### src/hw/rtl/ibpf_pkg.sv
package ibpf_pkg;

    localparam int PITCH_W  = 13;
    localparam int BPP_W    = 3;
    localparam int SMODE_W  = 4;
    localparam int IMODE_W  = 2;

    localparam int CFG_DATA_W  = 13;
    localparam int CFG_INDEX_W = 2;

    localparam logic [CFG_INDEX_W-1:0] CFG_ROW_PITCH    = 2'd0;
    localparam logic [CFG_INDEX_W-1:0] CFG_BYTES_PER_PX = 2'd1;
    localparam logic [CFG_INDEX_W-1:0] CFG_SPATIAL_MODE = 2'd2;
    localparam logic [CFG_INDEX_W-1:0] CFG_INTER_MODE   = 2'd3;

    typedef enum logic [SMODE_W-1:0] {
        SP_RAW       = 4'd0,
        SP_LEFT_XOR  = 4'd1,
        SP_LEFT_SUB  = 4'd2,
        SP_UP_XOR    = 4'd3,
        SP_UP_SUB    = 4'd4,
        SP_AVG_XOR   = 4'd5,
        SP_AVG_SUB   = 4'd6,
        SP_PAETH_XOR = 4'd7,
        SP_PAETH_SUB = 4'd8
    } sp_mode_t;

    typedef enum logic [IMODE_W-1:0] {
        INTER_NONE = 2'd0,
        INTER_XOR  = 2'd1,
        INTER_SUB  = 2'd2
    } inter_mode_t;

    // neighborhood of one byte, all values after the inter-image stage
    typedef struct packed {
        logic [7:0] v;
        logic [7:0] lin_left;
        logic [7:0] row_left;
        logic [7:0] up;
        logic [7:0] upleft;
    } ibpf_nbr_t;

endpackage

### src/hw/rtl/ibpf_predict.sv
module ibpf_predict (
    input  ibpf_pkg::ibpf_nbr_t          nbr,
    input  logic [ibpf_pkg::SMODE_W-1:0] spatial_mode,
    output logic [7:0]                   filtered_byte
);
    import ibpf_pkg::*;

    logic [8:0]        avg_sum;
    logic signed [9:0] sa;
    logic signed [9:0] sb;
    logic signed [9:0] sc;
    logic signed [9:0] d_a;
    logic signed [9:0] d_b;
    logic signed [9:0] d_c;
    logic [9:0]        pa;
    logic [9:0]        pb;
    logic [9:0]        pc;
    logic [7:0]        paeth;
    logic [7:0]        pred;
    logic              use_sub;

    assign avg_sum = {1'b0, nbr.row_left} + {1'b0, nbr.up};

    // paeth: a = left, b = up, c = up-left, distances measured from a + b - c
    assign sa  = $signed({2'b00, nbr.row_left});
    assign sb  = $signed({2'b00, nbr.up});
    assign sc  = $signed({2'b00, nbr.upleft});
    assign d_a = sb - sc;
    assign d_b = sa - sc;
    assign d_c = sa + sb - sc - sc;
    assign pa  = d_a[9] ? 10'(-d_a) : 10'(d_a);
    assign pb  = d_b[9] ? 10'(-d_b) : 10'(d_b);
    assign pc  = d_c[9] ? 10'(-d_c) : 10'(d_c);

    always_comb begin
        if (pa <= pb && pa <= pc) begin
            paeth = nbr.row_left;
        end else if (pb <= pc) begin
            paeth = nbr.up;
        end else begin
            paeth = nbr.upleft;
        end
    end

    always_comb begin
        pred    = 8'd0;
        use_sub = 1'b0;
        case (spatial_mode)
            SP_LEFT_XOR:  pred = nbr.lin_left;
            SP_LEFT_SUB: begin
                pred    = nbr.lin_left;
                use_sub = 1'b1;
            end
            SP_UP_XOR:    pred = nbr.up;
            SP_UP_SUB: begin
                pred    = nbr.up;
                use_sub = 1'b1;
            end
            SP_AVG_XOR:   pred = avg_sum[8:1];
            SP_AVG_SUB: begin
                pred    = avg_sum[8:1];
                use_sub = 1'b1;
            end
            SP_PAETH_XOR: pred = paeth;
            SP_PAETH_SUB: begin
                pred    = paeth;
                use_sub = 1'b1;
            end
            default: begin
                pred    = 8'd0;
                use_sub = 1'b0;
            end
        endcase
    end

    assign filtered_byte = use_sub ? (nbr.v - pred) : (nbr.v ^ pred);

endmodule

### config.mk
export PLATFORM = sky130hd
export DESIGN_NAME = ibpf_predict
export DESIGN_NICKNAME = d
export VERILOG_FILES = /design/src/hw/rtl/ibpf_pkg.sv /design/src/hw/rtl/ibpf_predict.sv
export SDC_FILE = /design/constraint.sdc
export NUM_CORES = 1
export LEC_CHECK = 0
export ABC_AREA = 1
export BUFFER_PORTS_ARGS = -buffer_cell sky130_fd_sc_hd__buf_2
export CORE_MARGIN = 2
export CORE_UTILIZATION = 60
export DETAILED_ROUTE_END_ITERATION = 10
export GPL_ROUTABILITY_DRIVEN = 0
export GPL_TIMING_DRIVEN = 0
export PLACE_DENSITY = 0.86
export SLEW_MARGIN = 20
export SYNTH_ARGS = -nofsm -noshare
export SYNTH_HDL_FRONTEND = slang
export SYNTH_SLANG_ARGS = --single-unit
### constraint.sdc
create_clock -name vclk -period 10.2
set_input_delay 1.53 -clock vclk [all_inputs]
set_output_delay 1.53 -clock vclk [all_outputs]
set_load 0.05 [all_outputs]
==> impl_metrics.py <==
metrics = {
    "power": {
        "leakage_nw": 2.40,
        "powerDensity_mw_per_mm2": 130,
        "ir_drop_mv": 0.0924,
        "total_power_w": 0.000531,
    },
    "place": {
        "port_buffers": 52,
        "dp_hpwl_mm": 8.57,
        "dp.cells": 733,
    },
    "drt": {
        "ant_nets": 0,
        "dr.pass1.iters": 5,
        "vias": 4139,
        "drt_iter0_drc": 293,
        "viasPerCell": 5.65,
        "wl_per_cell_um": 13.1,
        "drc": 0,
        "routed_wl_mm": 9.58,
    },
    "timing": {
        "setup_violations": 0,
        "rsz0062_at_grt": "false",
        "maxSlewHeadroom_pct": 51.7,
        "post-route-period-util_pct": 91.9,
        "tightest_slew_ns": 0.719,
        "hold_viol": 0,
        "tns_ns": 0,
        "fin_crit_ns": 9.37,
        "finalMaxSlewViolations": 0,
        "fmax_mhz": 107,
    },
    "clock_tree": {
        "post-cts-setup-buffer-count": 0,
        "hold_buffers": 0,
        "postCtsResizedCells": 0,
    },
    "floorplanning": {
        "num_io_pins": 52,
        "start_util_pct": 62.6,
        "rows": 28,
        "fp.dieW_um": 82.8,
        "core_area_mm2": 0.00596,
        "die_y_um": 82.8,
        "dieArea_mm2": 0.00686,
    },
    "layout": {
        "regArea_um2": 0,
        "syn_to_final_growth_pct": 9.70,
        "clkbuf_count": 0,
        "design.seq.count": 0,
        "fin_nets": 789,
        "final_cells": 733,
        "antenna-diode-count": 0,
        "drive_gt1_share_pct": 13.5,
    },
    "setup_path": {
        "cp_slowest_cell": "fa_1",
        "cp-start-kind": "input port",
        "cp.arrival_ns": 7.84,
        "cp.required_ns": 8.67,
        "end_kind": "output port",
        "worst-path-max-fanout": 10,
        "crit_type": "input port to output port",
        "cpPeakStageDelay_ns": 0.52,
    },
    "global_routing": {
        "grt_pass1_vias": 3993,
        "grt_overflow_total": 0,
        "track_usage_pct": 28.3,
        "antenna_found_initial": 0,
        "grt_max_degree": 11,
        "grt_pass1_wl_mm": 16.9,
    },
    "yosys": {
        "synth_largest_area_cell": "ha_1",
        "netlist_area_mm2": 0.00373,
        "synth_area_leaders": "ha_1, inv_1, nand2_1",
        "yosysTopAreaCellShare_pct": 24.5,
        "ys_warn_count": 0,
        "seq_area_frac_synth_pct": 0,
        "synth_cell_types": 42,
        "syn_inst": 604,
        "synth_area_per_cell_um2": 6.17,
    },
    "flow_run": {
        "max_cap_viol_count": 0,
    },
    "worst_hold_path": {
        "hp-class": "input port to output port",
    },
    "outcome": {
        "status": "finished clean",
    },
}
cell usage in the layout, fill, tap and decap left out, drive strengths merged, types with 4 or more instances in the layout:
| cell type | netlist | layout |
|---|---|---|
| a21oi | 28 | 28 |
| a221oi | 4 | 4 |
| a31oi | 7 | 7 |
| buf | 2 | 54 |
| conb | 2 | 4 |
| fa | 12 | 12 |
| ha | 73 | 73 |
| inv | 137 | 137 |
| nand2 | 135 | 135 |
| nand3 | 38 | 38 |
| nand3b | 4 | 4 |
| nand4 | 11 | 11 |
| nor2 | 50 | 50 |
| nor3 | 12 | 12 |
| o211ai | 10 | 10 |
| o21ai | 20 | 20 |
| o21bai | 5 | 5 |
| xnor2 | 8 | 8 |
| xor2 | 23 | 23 |
final timing paths:
check / startpoint / end / cells past startpoint
worst max-delay path: nbr[9] / filtered_byte[7] / 40
worst min-delay path: nbr[32] / filtered_byte[0] / 5
power breakdown:
part | switching (W) | internal, W
sequential | 0 | 0
clock | 0 | 0
combinational | 0.000341 | 0.000190
total | 0.000341 | 0.000190
kinds of logic after synthesis:
kind of cell    Yosys count  synth area share, %
simple gates            255                 31.6
xor+xnor                 31                 7.29
compound gates           91                 15.4
other cells               2                0.202
fa+ha+maj                85                 31.0
buf+inv                 140                 14.5
synthesized netlist by cell type, types with 2 or more instances:
cell      instances
a31oi_1           6
a221oi_1          4
nand3_1          33
nor2_1           50
o21ai_1           2
xnor2_1           8
inv_1           133
o41ai_1           2
o22ai_1           2
fa_1             12
nand3_2           5
nand2_4           2
xor2_1           23
o211ai_1         10
o31ai_1           3
o21a_1            2
nand3b_1          4
a211oi_1          3
or2_1             2
ha_1             73
buf_6             2
nor3_2            2
nand4_1          10
conb_1            2
nand2_2          16
a21o_1            2
a21oi_1          27
o21ai_0          18
inv_2             4
nand2_1         117
o21bai_1          5
nor3_1           10
worst max-delay path, delay by kind of cell:
kind	cells	cell delay (ns)
buffers and inverters	9	0.95
and+or+nand+nor	14	1.29
xor gates and xnor gates	2	0.43
AOI/OAI and AO/OA	9	1.61
adders and majority gates	6	1.99
stage by stage:
step	utilization, %	hold WS, ns	setup slack (ns)	cell area (um2)
finish	68.6	3.54	0.827	4090
floorplan	-	3.40	1.79	3730
CTS	68.6	3.55	0.860	4090
global placement	68.6	3.54	0.993	4090
detailed placement	68.6	3.55	0.868	4090
global route	68.6	3.56	0.243	4090
layer usage:
layer | global-route usage (%) | part of all wire (%) | up-vias
li1 | - | - | 2077
met1 | 37.8 | 45 | 1921
met2 | 51.0 | 48 | 134
met3 | 1.89 | 6.2 | 7
met4 | 3.73 | 0.62 | 0
met5 | 0 | 0 | -
area by class of cell:
cell class | instances | area [um2]
timing repair buffer | 52 | 260
inverter | 138 | 518
fill | 532 | 1870
tap | 75 | 93.8
multi-input combinational | 466 | 3190
buffer | 2 | 22.5
(Power assumes the default switching activity.)
